`config.mk`:
```
export PLATFORM = sky130hd
export DESIGN_NAME = byte_recurrence_checksum
export DESIGN_NICKNAME = d
export VERILOG_FILES = /design/src/hw/rtl/brc_pkg.sv /design/src/hw/rtl/byte_recurrence_checksum.sv
export SDC_FILE = /design/constraint.sdc
export NUM_CORES = 1
export LEC_CHECK = 0
export ABC_AREA = 0
export BUFFER_PORTS_ARGS = -buffer_cell sky130_fd_sc_hd__buf_4
export CAP_MARGIN = 20
export CORE_UTILIZATION = 35
export CTS_CLUSTER_SIZE = 25
export DETAILED_ROUTE_END_ITERATION = 10
export GPL_TIMING_DRIVEN = 0
export PLACE_DENSITY = 0.56
export SYNTH_ARGS = -nofsm -noshare
export SYNTH_HDL_FRONTEND = slang
export SYNTH_SLANG_ARGS = --single-unit
```
`constraint.sdc`:
```
create_clock -name clk -period 43.2 [get_ports clk]
set_input_delay 4.32 -clock clk [delete_from_list [all_inputs] [get_ports clk]]
set_output_delay 4.32 -clock clk [all_outputs]
set_load 0.01 [all_outputs]
```
`src/hw/rtl/brc_pkg.sv`:
```
`default_nettype none
// ----------------------------------------------------------------------------
// brc_pkg: byte recurrence checksum package
// Widths, recurrence constants and the mod 65535 reduction.
// ----------------------------------------------------------------------------
package brc_pkg;

  localparam int unsigned BYTE_W = 8;
  localparam int unsigned TERM_W = 16;
  localparam int unsigned PROD_A_W = BYTE_W + 1 + TERM_W;  // (byte + alpha) * newer
  localparam int unsigned PROD_B_W = BYTE_W + TERM_W;      // beta * older
  localparam int unsigned DIFF_W = PROD_A_W + 1;

  localparam logic [TERM_W-1:0] MODULUS = 16'hFFFF;
  localparam logic [BYTE_W-1:0] ALPHA_MUL = 8'd17;
  localparam logic [BYTE_W-1:0] BETA_MUL = 8'd31;
  localparam logic [BYTE_W:0] FIRST_OFFSET = 9'd7;
  localparam logic [TERM_W-1:0] OLDER_INIT = 16'd1;

  // 256 * 65535, keeps a - b non-negative without changing the residue
  localparam logic [DIFF_W-1:0] BIAS = DIFF_W'(24'hFFFF00);

  typedef logic [TERM_W-1:0] term_t;

  // x mod 65535 by folding the upper half onto the lower half twice
  function automatic term_t mod_fold(input logic [DIFF_W-1:0] x);
    logic [TERM_W:0] s1;
    logic [TERM_W:0] s2;
    term_t r;
    s1 = (TERM_W+1)'(x[TERM_W-1:0]) + (TERM_W+1)'(x[DIFF_W-1:TERM_W]);
    s2 = (TERM_W+1)'(s1[TERM_W-1:0]) + (TERM_W+1)'(s1[TERM_W]);
    r = s2[TERM_W-1:0];
    if (r == MODULUS) begin
      r = '0;
    end
    return r;
  endfunction

endpackage
`default_nettype wire

```
`src/hw/rtl/byte_recurrence_checksum.sv`:
```
`default_nettype none
// ----------------------------------------------------------------------------
// byte_recurrence_checksum: second-order recurrence checksum over a byte stream
// Registers each byte, seeds the terms on a message's first byte, steps later
// bytes by multiply-subtract-fold; the last emits the newer term as checksum.
// ----------------------------------------------------------------------------
// One byte is taken every cycle while the input is not stalled, and each byte
// is held in the input register; its step updates the recurrence terms at the
// next edge, and at that same edge a last byte loads its checksum into the
// output register. The rate of one byte per cycle is set by the
// combinational step (two narrow multiplies, a subtract and a mod 65535
// fold) that feeds each term back to the next byte. Bytes that are not
// last give no transaction on the output; the input stalls only while a
// waiting checksum blocks a last byte.
module byte_recurrence_checksum
  import brc_pkg::*;
(
  input  wire logic              clk,
  input  wire logic              rst_n,
  input  wire logic              in_valid,
  output logic                   in_stall,
  input  wire logic [BYTE_W-1:0] in_data_byte,
  input  wire logic              in_last_byte,
  output logic                   out_valid,
  input  wire logic              out_stall,
  output logic [TERM_W-1:0]      out_checksum
);

  // input register
  logic              in_valid_r;
  logic [BYTE_W-1:0] byte_r;
  logic              last_r;

  // recurrence state
  term_t             older_r, older_nxt;
  term_t             newer_r, newer_nxt;
  logic [BYTE_W-1:0] pos_r, pos_nxt;
  logic              start_r, start_nxt;

  // output register
  logic              out_valid_r;
  term_t             checksum_r;

  logic              step_fire;
  logic              load_in;
  logic [BYTE_W-1:0] alpha;
  logic [BYTE_W-1:0] beta;
  logic [PROD_A_W-1:0] prod_a;
  logic [PROD_B_W-1:0] prod_b;
  logic              neg;
  logic [DIFF_W-1:0] diff;
  term_t             step_term;

  // a last byte may only step when the output register can take it
  assign step_fire = in_valid_r && (!last_r || !out_valid_r || !out_stall);
  assign in_stall  = in_valid_r && !step_fire;
  assign load_in   = in_valid && !in_stall;

  always_comb begin
    alpha  = BYTE_W'(pos_r * ALPHA_MUL);
    beta   = BYTE_W'(pos_r * BETA_MUL);
    prod_a = PROD_A_W'((PROD_A_W'(byte_r) + PROD_A_W'(alpha)) * PROD_A_W'(newer_r));
    prod_b = PROD_B_W'(PROD_B_W'(beta) * PROD_B_W'(older_r));
    neg    = PROD_A_W'(prod_b) > prod_a;
    // negative difference wraps to (1 + a - b) mod 65535
    diff   = DIFF_W'(prod_a) + BIAS - DIFF_W'(prod_b) + DIFF_W'(neg);
    step_term = mod_fold(diff);
  end

  always_comb begin
    older_nxt = older_r;
    newer_nxt = newer_r;
    pos_nxt   = pos_r;
    start_nxt = start_r;
    if (step_fire) begin
      if (start_r) begin
        older_nxt = OLDER_INIT;
        newer_nxt = TERM_W'(TERM_W'(byte_r) + TERM_W'(FIRST_OFFSET));
        pos_nxt   = BYTE_W'(1);
        start_nxt = 1'b0;
      end else begin
        older_nxt = newer_r;
        newer_nxt = step_term;
        pos_nxt   = BYTE_W'(pos_r + BYTE_W'(1));
      end
      if (last_r) begin
        pos_nxt   = '0;
        start_nxt = 1'b1;
      end
    end
  end

  always_ff @(posedge clk) begin
    if (!rst_n) begin
      in_valid_r <= 1'b0;
    end else if (!in_stall) begin
      in_valid_r <= in_valid;
    end
  end

  always_ff @(posedge clk) begin
    if (load_in) begin
      byte_r <= in_data_byte;
      last_r <= in_last_byte;
    end
  end

  always_ff @(posedge clk) begin
    if (!rst_n) begin
      older_r <= OLDER_INIT;
      newer_r <= '0;
      pos_r   <= '0;
      start_r <= 1'b1;
    end else begin
      older_r <= older_nxt;
      newer_r <= newer_nxt;
      pos_r   <= pos_nxt;
      start_r <= start_nxt;
    end
  end

  always_ff @(posedge clk) begin
    if (!rst_n) begin
      out_valid_r <= 1'b0;
    end else if (step_fire && last_r) begin
      out_valid_r <= 1'b1;
    end else if (!out_stall) begin
      out_valid_r <= 1'b0;
    end
  end

  always_ff @(posedge clk) begin
    if (step_fire && last_r) begin
      checksum_r <= newer_nxt;
    end
  end

  assign out_valid    = out_valid_r;
  assign out_checksum = checksum_r;

endmodule
`default_nettype wire
```
# == Yosys cells after proc, flatten, opt, wreduce, memory -nomap -nowiden ==
# Index checks and enable logic that the tools add are counted.
# classes
eq_ne,2
n_mux,9
multipliers,4
n_addsub,8
n_shift,0
magnitude_cmp,1
div_mod_pow,0
bitwise,0
reduce_logical,11
# op_table
operator,count
$mux 16,4
$add 25x24->26 const B,1
$add 26x1->26,1
$sub 26x24->26,1
$gt 24x25->1,1
$mul 9x16->25,1
$mul 8x16->24,1
$add 16x10->17,1
$add 16x1->16,1
$eq 16x16->1 const B,1
$mul 8x5->8 const B,2
$mux 8,2
$add 8x3->9 const B,1
$add 8x8->9,1
$add 8x1->8 const B,1
$logic_not 1->1,5
$logic_and 1x1->1,4
$mux 1,3
$logic_or 1x1->1,2
$ne 2x1->1 const B,1
# totals
rom_bits,0
ram_bits,0
reg_bits,68
wordCells,44
latch_bits,0
out_inout_bits,18
mem_count,0
input_bits,13

# == Logic depth before layout (Yosys ltp) ==
# Gate-level depths: netlist (run 1).
# logic_depth
depth_word,12
ltp_mapped,73
mapped_depth_nobuf,70

# == Least setup slack after synthesis (run 1) ==
# Ideal clock, no wire load.
# synth_path
path_type,register to register
start,register pos_r[1]
end,"register checksum_r[8] (netlist: out_checksum[8]), data pin"
required_ns,42.919
n_path_buf,3
setup_ns,0.281
setup_slack_ns,27.998
synth_period_minus_slack_ns,15.202
stages_incl_launch_ff,68
arrival_time_ns,14.921
path_cell_list,dfxtp_1 inv_1 fa_1 inv_1 fa_1 inv_1 fa_1 inv_1 ha_1 inv_1 o21bai_1 a21oi_1 xnor2_1 clkbuf_1 nand2_1 fa_1 fa_1 fa_1 (+32 left out) nand2_1 o21ai_0 a221oi_2 nor4_1 and2_4 and3b_1 ha_1 o2111ai_1 nor4_2 and3_1 o21ai_1 nor3_1 xnor2_1 nor4bb_1 o2111ai_2 nor3_4 buf_6 a21oi_1
# synth_via
elab_chain_cells,12
word_cells_on_any_way,15
classes_between,6 x add/sub; 4 x mul; 1 x order compare; 1 x eq/ne; 3 x mux
# synth_rtl
element,line,text
start: declaration,byte_recurrence_checksum.sv:37,"logic [BYTE_W-1:0] pos_r, pos_nxt;"
start signal: assignment,byte_recurrence_checksum.sv:117,pos_r <= pos_nxt;
$mul 8x5->8,byte_recurrence_checksum.sv:60,alpha = BYTE_W'(pos_r * ALPHA_MUL);
$add 8x8->9,byte_recurrence_checksum.sv:62,prod_a = PROD_A_W'((PROD_A_W'(byte_r) + PROD_A_W'(alpha)) * PROD_A_W'(newer_r));
$mul 9x16->25,byte_recurrence_checksum.sv:62,
$add 25x24->26,byte_recurrence_checksum.sv:66,diff = DIFF_W'(prod_a) + BIAS - DIFF_W'(prod_b) + DIFF_W'(neg);
$sub 26x24->26,byte_recurrence_checksum.sv:66,
$add 26x1->26 *,byte_recurrence_checksum.sv:66,
$add 16x10->17 *,brc_pkg.sv:30,s1 = (TERM_W+1)'(x[TERM_W-1:0]) + (TERM_W+1)'(x[DIFF_W-1:TERM_W]);
$add 16x1->16 *,brc_pkg.sv:31,s2 = (TERM_W+1)'(s1[TERM_W-1:0]) + (TERM_W+1)'(s1[TERM_W]);
$eq 16x16->1,brc_pkg.sv:33,if (r == MODULUS) begin
$mux 16 *,brc_pkg.sv:33,
$mux 16 *,byte_recurrence_checksum.sv:76,if (start_r) begin
$mux 16 *,byte_recurrence_checksum.sv:75,if (step_fire) begin
named net newer_nxt[8],byte_recurrence_checksum.sv:36,"term_t newer_r, newer_nxt;"
end signal: assignment,byte_recurrence_checksum.sv:134,checksum_r <= newer_nxt;
end: declaration,byte_recurrence_checksum.sv:42,term_t checksum_r;
# Mark *: on every way through the listed nets, which the timed path passes. The rest lies on a longest branch.
# A chain may end at the register's enable or synchronous reset.

# == Worst setup path after layout (run 1) ==
# layout_path
start,register pos_r[2]
end,"register checksum_r[8] (netlist: out_checksum[8]), data pin"
# Same word-level chain as after synthesis.

==> impl_metrics.sql, run 1 <==
INSERT INTO impl_metrics (metric_group, metric, value, unit) VALUES
('clock_network', 'worstSkewPairLatency', '0.33', 'ns'),
('setup_path', 'critPathLaunch', 'pos_r[2]$_SDFFE_PN0P_', ''),
('clock_network', 'cts-hold-fix-buffers', '0', ''),
('drt', 'drt_pre_antenna_iters', '5', ''),
('synthesis', 'postSynthCellCount', '1829', ''),
('floorplan', 'core_area', '0.0435', 'mm^2'),
('timing', 'worst_clock_skew', '0.00785', 'ns'),
('grt', 'grt_use_met2', '30.1', '%'),
('cells_and_area', 'final_cell_area', '0.0168', 'mm^2'),
('synthesis', 'post_synthesis_adder_cell_area_fraction', '41.5', '%'),
('min_path', 'hold_depth', '2', ''),
('clock_network', 'ctsHtreeMaxLevel', '3', ''),
('grt', 'grt-ovfl-total', '0', ''),
('timing', 'final_hold_viol_count', '0', ''),
('cells_and_area', 'area_delta_synth_final', '8.08', '%'),
('place', 'place_hpwl', '35.6', 'mm'),
('grt', 'grt_start_max_net_pins', '17', ''),
('drt', 'drt_first_iter_violations', '745', ''),
('timing', 'tns', '0', 'ns'),
('synthesis', 'main_combinational_cell_family_by_area_after_synthesis', 'adder cells', ''),
('setup_path', 'regToRegEndpoint', 'out_checksum[8]$_DFFE_PP_', ''),
('synthesis', 'synth_sequential_area_ratio', '10.4', '%'),
('setup_path', 'worst_path_dominant_cell_family', 'adder cells', ''),
('timing', 'rsz0062_at_grt', 'no', ''),
('setup_path', 'path_max_fanout', '10', ''),
('floorplan', 'fp.dieH', '213', 'um'),
('synthesis', 'synthSimpleGateAreaFrac', '19.3', '%'),
('timing', 'final.period_utilization', '43.7', '%'),
('synthesis', 'synth_fp_nets', '2237', ''),
('synthesis', 'synthesis.yosys.warnings', '0', ''),
('drt', 'routedWlPerCell', '17.0', 'um'),
('grt', 'grt_pass1_vias', '12402', ''),
('clock_network', 'cts.clk_slew.worst_paths', '0.06', 'ns'),
('synthesis', 'synth_area_per_cell', '8.51', 'um^2'),
('setup_path', 'regToRegStartpoint', 'pos_r[2]$_SDFFE_PN0P_', ''),
('synthesis', 'netlist_top_cells_count', 'sky130_fd_sc_hd__inv_1, sky130_fd_sc_hd__fa_1, sky130_fd_sc_hd__ha_1', ''),
('cells_and_area', 'drive_gt1_share', '5.44', '%'),
('clock_network', 'cts-buffers-inserted', '9', ''),
('floorplan', 'die_x', '213', 'um'),
('synthesis', 'synth-xor-area-share', '6.45', '%'),
('setup_path', 'critPathRequiredTime', '43.25', 'ns'),
('synthesis', 'synthFlopType', 'sky130_fd_sc_hd__dfxtp_1', ''),
('place', 'place_area', '0.0165', 'mm^2'),
('place', 'gpl.final_weighted_congestion', '0.952', ''),
('cells_and_area', 'antenna-diode-count', '0', ''),
('setup_path', 'critical_path.startpoint_type', 'flip-flop', ''),
('floorplan', 'floorplan.initialDensity', '35.8', '%'),
('setup_path', 'crit_arrival', '18.95', 'ns'),
('synthesis', 'post_synth_num_cell_types', '87', ''),
('synthesis', 'synth-seq-cells', '68', ''),
('floorplan', 'io_pins', '31', ''),
('timing', 'fmaxAchievable', '0.0529', 'GHz'),
('clock_network', 'cts.root.buffer_cell', 'sky130_fd_sc_hd__clkbuf_16', ''),
('grt', 'grt_first_pass_wirelength', '67.4', 'mm'),
('timing', 'timing.final.setup_violations', '0', ''),
('floorplan', 'rows', '76', ''),
('floorplan', 'die-area', '0.0453', 'mm^2'),
('min_path', 'hp-class', 'flip-flop to flip-flop', ''),
('job', 'timing.max_cap.violations', '0', ''),
('clock_network', 'ctsLongestPathBuffers', '2', ''),
('min_path', 'worstHoldStart', 'out_valid$_SDFFE_PN0P_', ''),
('grt', 'groute.usage.overall', '19.1', '%'),
('timing', 'max_slew.worst_pin.slew', '0.933', 'ns'),
('synthesis', 'post_synth_main_area_contributors', 'sky130_fd_sc_hd__fa_1, sky130_fd_sc_hd__ha_1, sky130_fd_sc_hd__inv_1', ''),
('grt', 'gr-usage-met3', '2.38', '%'),
('setup_path', 'critPathMostFrequentCell', 'sky130_fd_sc_hd__inv_1', ''),
('status', 'outcome', 'finished clean', ''),
('clock_network', 'post_cts.resized_instances', '0', ''),
('synthesis', 'synth_edf_count', '25', ''),
('synthesis', 'synth.most_common_cell', 'sky130_fd_sc_hd__inv_1', ''),
('drt', 'wl', '41.7', 'mm');
==> kinds of logic after synthesis <==
group           count (synthesis)
simple gates                  592
fa+ha+maj                     395
buf+inv                       371
compound gates                283
xor+xnor                      113
flops                          68
mux                             7
==> sequential cells by signal (all words and copies together), names as in the netlist <==
name / cells
newer_r: 16
older_r: 16
out_checksum: 16
byte_r: 8
pos_r: 8
in_valid_r: 1
last_r: 1
out_valid: 1
start_r: 1
==> layout make-up <==
cell class / instances / area [um^2]
Inverter: 306 / 1150
Fill cell: 4470 / 26600
Timing Repair Buffer: 29 / 218
Sequential cell: 68 / 1610
Multi-Input combinational cell: 1390 / 12500
Tap cell: 585 / 732
Buffer: 65 / 273
Clock inverter: 4 / 27.5
Clock buffer: 12 / 280
==> metal layers <==
metal  vias up  share of wire, %
met5         -             0.050
met4         4               2.8
met3        71               4.6
met2       246                45
met1      6080                47
li1       5986                 -
==> how the worst max path moves through the flow <==
stage                                       to  slack (ns)  depth (start not counted)
floorplan            out_checksum[8]$_DFFE_PP_       28.00                         67
global placement    out_checksum[12]$_DFFE_PP_       24.70                         70
detailed placement   out_checksum[5]$_DFFE_PP_       24.57                         70
CTS                  out_checksum[8]$_DFFE_PP_       24.43                         70
global route         out_checksum[8]$_DFFE_PP_       23.25                         70
finish               out_checksum[8]$_DFFE_PP_       24.30                         70
==> metrics by stage <==
step / setup WS (ns) / utilization, % / cells
2_1_floorplan: 28.00 / - / 1829
3_3_place_gp: 24.70 / 38.0 / 2443
3_5_place_dp: 24.57 / 38.0 / 2443
4_1_cts: 24.43 / 38.7 / 2459
5_1_grt: 23.25 / 38.7 / 2459
6_report: 24.30 / 38.7 / 2459
==> layout by cell type (no fill, tap or decap), drive strengths merged, types with 37 or more instances in the layout <==
cell and instances:
a21oi 92, fa 201, buf 37, dfxtp 43, xnor2 78, nand2 187, inv 307, clkbuf 69
nor2 103, and2 135, o21ai 48, ha 194
==> worst register-to-register path: cells and delay by family, from the launching register on <==
family / cells / cell delay, ns
AOI/OAI and AO/OA: 23 / 5.40
buffers and inverters: 12 / 1.70
adders and majority gates: 14 / 5.63
DFF: 1 / 0.67
xor gates and xnor gates: 4 / 1.43
and+or+nand+nor: 17 / 3.83
Power of run 1 is not shown: default switching activity piles up to over one toggle a cycle in this logic, so the estimate is an artifact.
==> run 2, diff against run 1 <==
--- a/config.mk
+++ b/config.mk
@@ -5,7 +5,7 @@
 export SDC_FILE = /design/constraint.sdc
 export NUM_CORES = 1
 export LEC_CHECK = 0
-export ABC_AREA = 0
+export ABC_AREA = 1
 export BUFFER_PORTS_ARGS = -buffer_cell sky130_fd_sc_hd__buf_4
 export CAP_MARGIN = 20
 export CORE_UTILIZATION = 35
==> constraint.sdc (replaced) <==
create_clock -name clk -period 19.2 [get_ports clk]
set_input_delay 1.92 -clock clk [delete_from_list [all_inputs] [get_ports clk]]
set_output_delay 1.92 -clock clk [all_outputs]
set_load 0.01 [all_outputs]
==> impl_metrics.sql, run 2 <==
INSERT INTO impl_metrics (metric_group, metric, value, unit) VALUES
('floorplan', 'die-area', '0.0439', 'mm^2'),
('drt', 'detail-route-antenna-nets', '0', ''),
('grt', 'grt_antenna_before_repair', '1', ''),
('job', 'timing.max_cap.violations', '0', ''),
('place', 'gpl.final_weighted_congestion', '0.901', ''),
('floorplan', 'floorplan.initialDensity', '35.7', '%'),
('grt', 'grt_start_max_net_pins', '18', ''),
('cells_and_area', 'finalCoreUtilization', '38.5', '%'),
('synthesis', 'postSynthCellCount', '2070', ''),
('cells_and_area', 'antenna-diode-count', '0', ''),
('synthesis', 'netlist_top_cells_count', 'sky130_fd_sc_hd__nand2_1, sky130_fd_sc_hd__inv_1, sky130_fd_sc_hd__fa_1', ''),
('setup_path', 'path_max_fanout', '10', ''),
('cells_and_area', 'layout.nets', '2519', ''),
('synthesis', 'synth_area_per_cell', '7.28', 'um^2'),
('drt', 'vias_per_cell', '4.86', ''),
('setup_path', 'crit_arrival', '16.55', 'ns'),
('synthesis', 'async_flop_share', '0', '%'),
('floorplan', 'die_x', '210', 'um'),
('place', 'place_hpwl', '36.3', 'mm'),
('timing', 'setup_ws', '2.75', 'ns'),
('setup_path', 'critical_path.startpoint_type', 'flip-flop', ''),
('timing', 'worst_clock_skew', '0.0119', 'ns'),
('clock_network', 'post_cts.resized_instances', '0', ''),
('drt', 'route.detailed.drc', '0', ''),
('synthesis', 'cell_type_contributing_the_most_total_cell_area_after_synthesis', 'sky130_fd_sc_hd__fa_1', ''),
('timing', 'timing.final.setup_violations', '0', ''),
('timing', 'final-max-slew-violation-count', '0', ''),
('synthesis', 'synthFlopType', 'sky130_fd_sc_hd__dfxtp_1', ''),
('clock_network', 'tritoncts', 'built', ''),
('clock_network', 'cts.root.buffer_cell', 'sky130_fd_sc_hd__clkbuf_16', ''),
('synthesis', 'post_synth_main_area_contributors', 'sky130_fd_sc_hd__fa_1, sky130_fd_sc_hd__ha_1, sky130_fd_sc_hd__nand2_1', ''),
('cells_and_area', 'fillerInstances', '4497', ''),
('setup_path', 'worstSetupEndpointType', 'flip-flop', ''),
('synthesis', 'synth.most_common_cell', 'sky130_fd_sc_hd__nand2_1', ''),
('status', 'outcome', 'finished clean', ''),
('grt', 'grt_pass1_vias', '12844', ''),
('timing', 'fmaxAchievable', '0.0608', 'GHz'),
('cells_and_area', 'area_delta_synth_final', '7.74', '%'),
('clock_network', 'cts.clk_slew.worst_paths', '0.06', 'ns'),
('synthesis', 'synth-seq-cells', '68', ''),
('grt', 'groute.usage.overall', '19.8', '%'),
('setup_path', 'regToRegSetupSlack', '2.75', 'ns'),
('drt', 'drt_pre_antenna_iters', '7', ''),
('timing', 'max_slew.worst_pin.slew', '0.892', 'ns'),
('timing', 'finalWorstPathRequiredPeriod', '16.45', 'ns'),
('synthesis', 'post_synth_num_cell_types', '45', ''),
('setup_path', 'slowest_stage_delay_on_critical_path', '0.64', 'ns'),
('clock_network', 'worstSkewPairLatency', '0.36', 'ns'),
('place', 'post-place-cells', '2639', ''),
('timing', 'final.period_utilization', '85.7', '%'),
('cells_and_area', 'instances_no_fill', '2655', ''),
('drt', 'drt_first_iter_violations', '887', ''),
('setup_path', 'worst-setup-path-type', 'flip-flop to flip-flop', ''),
('clock_network', 'cts-hold-fix-buffers', '0', ''),
('drt', 'via_count', '12900', ''),
('setup_path', 'critPathRequiredTime', '19.30', 'ns'),
('grt', 'grt-ovfl-total', '0', ''),
('drt', 'wl', '42.2', 'mm'),
('grt', 'grt_first_pass_wirelength', '67.7', 'mm'),
('clock_network', 'ctsHtreeMaxLevel', '3', ''),
('drt', 'routedWlPerCell', '15.9', 'um'),
('cells_and_area', 'area_of_the_multi_input_gates', '0.0115', 'mm^2'),
('timing', 'rsz0062_at_grt', 'no', ''),
('clock_network', 'postCtsSetupBuffers', '0', ''),
('clock_network', 'cts-buffers-inserted', '9', ''),
('synthesis', 'syn-cell-area', '0.0151', 'mm^2'),
('timing', 'final_hold_viol_count', '0', ''),
('synthesis', 'synthesis.yosys.warnings', '0', ''),
('synthesis', 'synth_edf_count', '25', ''),
('timing', 'slew_headroom', '40.5', '%'),
('cells_and_area', 'drive_gt1_share', '3.92', '%'),
('clock_network', 'cts_sinks', '68', ''),
('setup_path', 'worst_path_max_delay_cell', 'sky130_fd_sc_hd__dfxtp_1', ''),
('floorplan', 'fp.dieH', '210', 'um'),
('synthesis', 'synth_fp_nets', '2478', ''),
('synthesis', 'post-synth-top-area-fraction', '26.7', '%'),
('timing', 'tns', '0', 'ns'),
('cells_and_area', 'final_cell_mix', 'sky130_fd_sc_hd__nand2_1, sky130_fd_sc_hd__inv_1, sky130_fd_sc_hd__fa_1', ''),
('cells_and_area', 'most_common_cell_after_layout_fill_and_taps_aside', 'sky130_fd_sc_hd__nand2_1', ''),
('min_path', 'hp-class', 'flip-flop to flip-flop', ''),
('floorplan', 'core_area', '0.0422', 'mm^2'),
('cells_and_area', 'ff_latch_area', '0.00161', 'mm^2'),
('floorplan', 'rows', '75', ''),
('clock_network', 'ctsLongestPathBuffers', '2', ''),
('place', 'input_output_buffers', '30', ''),
('setup_path', 'critPathMostFrequentCell', 'sky130_fd_sc_hd__nand2_1', ''),
('floorplan', 'io_pins', '31', ''),
('place', 'pre_cts_slack', '2.77', 'ns'),
('synthesis', 'synth_sequential_area_ratio', '10.7', '%');
run 2: cell count changes after synthesis, sizes merged, moves of 18 or more:
cell   before  now
inv       306  463
xnor2      78   33
nor2b      28    0
a21oi      92  115
a21o       25    5
and2      135    2
and3       23    1
nor2      103  208
o21a       21    3
nand3      30   77
nand2     187  507
run 2: cells by family after synthesis:
| logic type | after synthesis | synth area share, % |
|---|---|---|
| adder cells (fa/ha/maj) | 395 | 42.8 |
| flip-flops | 68 | 10.7 |
| buffers and inverters | 514 | 12.9 |
| XOR/XNOR | 74 | 4.30 |
| AO/OA/AOI/OAI | 186 | 6.70 |
| AND/OR/NAND/NOR | 833 | 22.6 |
run 2: routing by layer:
layer | routed length, um | share of wire, % | up-vias | GRT usage, %
met2 | 19000 | 45 | 258 | 31.6
li1 | - | - | 6321 | -
met5 | 13 | 0.031 | - | 0
met3 | 1950 | 4.6 | 52 | 2.53
met4 | 1060 | 2.5 | 2 | 5.79
met1 | 20200 | 48 | 6267 | 27.9
run 2: metrics by stage:
step / hold WS, ns / cell area, um^2
2_1_floorplan: 0.466 / 15100
3_3_place_gp: 0.476 / 16000
3_5_place_dp: 0.489 / 16000
4_1_cts: 0.497 / 16200
5_1_grt: 0.509 / 16200
6_report: 0.492 / 16200
run 2: final timing paths:
path | cells after the start | to | startpoint
hold / removal | 2 | newer_r[13]$_SDFF_PN0_ | newer_r[13]$_SDFF_PN0_
setup / recovery | 87 | out_checksum[6]$_DFFE_PP_ | pos_r[1]$_SDFFE_PN0P_
setup reg to reg | 87 | out_checksum[6]$_DFFE_PP_ | pos_r[1]$_SDFFE_PN0P_
hold reg to reg | 2 | newer_r[13]$_SDFF_PN0_ | newer_r[13]$_SDFF_PN0_
run 2: cell type report:
class | instances | share of cell area [%]
Multi-Input combinational cell | 1488 | 71.0
Inverter | 465 | 10.7
Sequential cell | 68 | 9.93
Tap cell | 539 | 4.15
Clock buffer | 10 | 1.41
Timing Repair Buffer | 30 | 1.39
Buffer | 49 | 1.18
Clock inverter | 6 | 0.231
run 2: critical path, delay by kind of cell (launching register included):
kind	cells	cell delay, ns
compound gates	13	3.05
xor+xnor	2	0.34
fa+ha+maj	16	6.03
buf+inv	14	1.31
flops	1	0.64
simple gates	42	4.81
Power of run 2 is left out for the same reason.
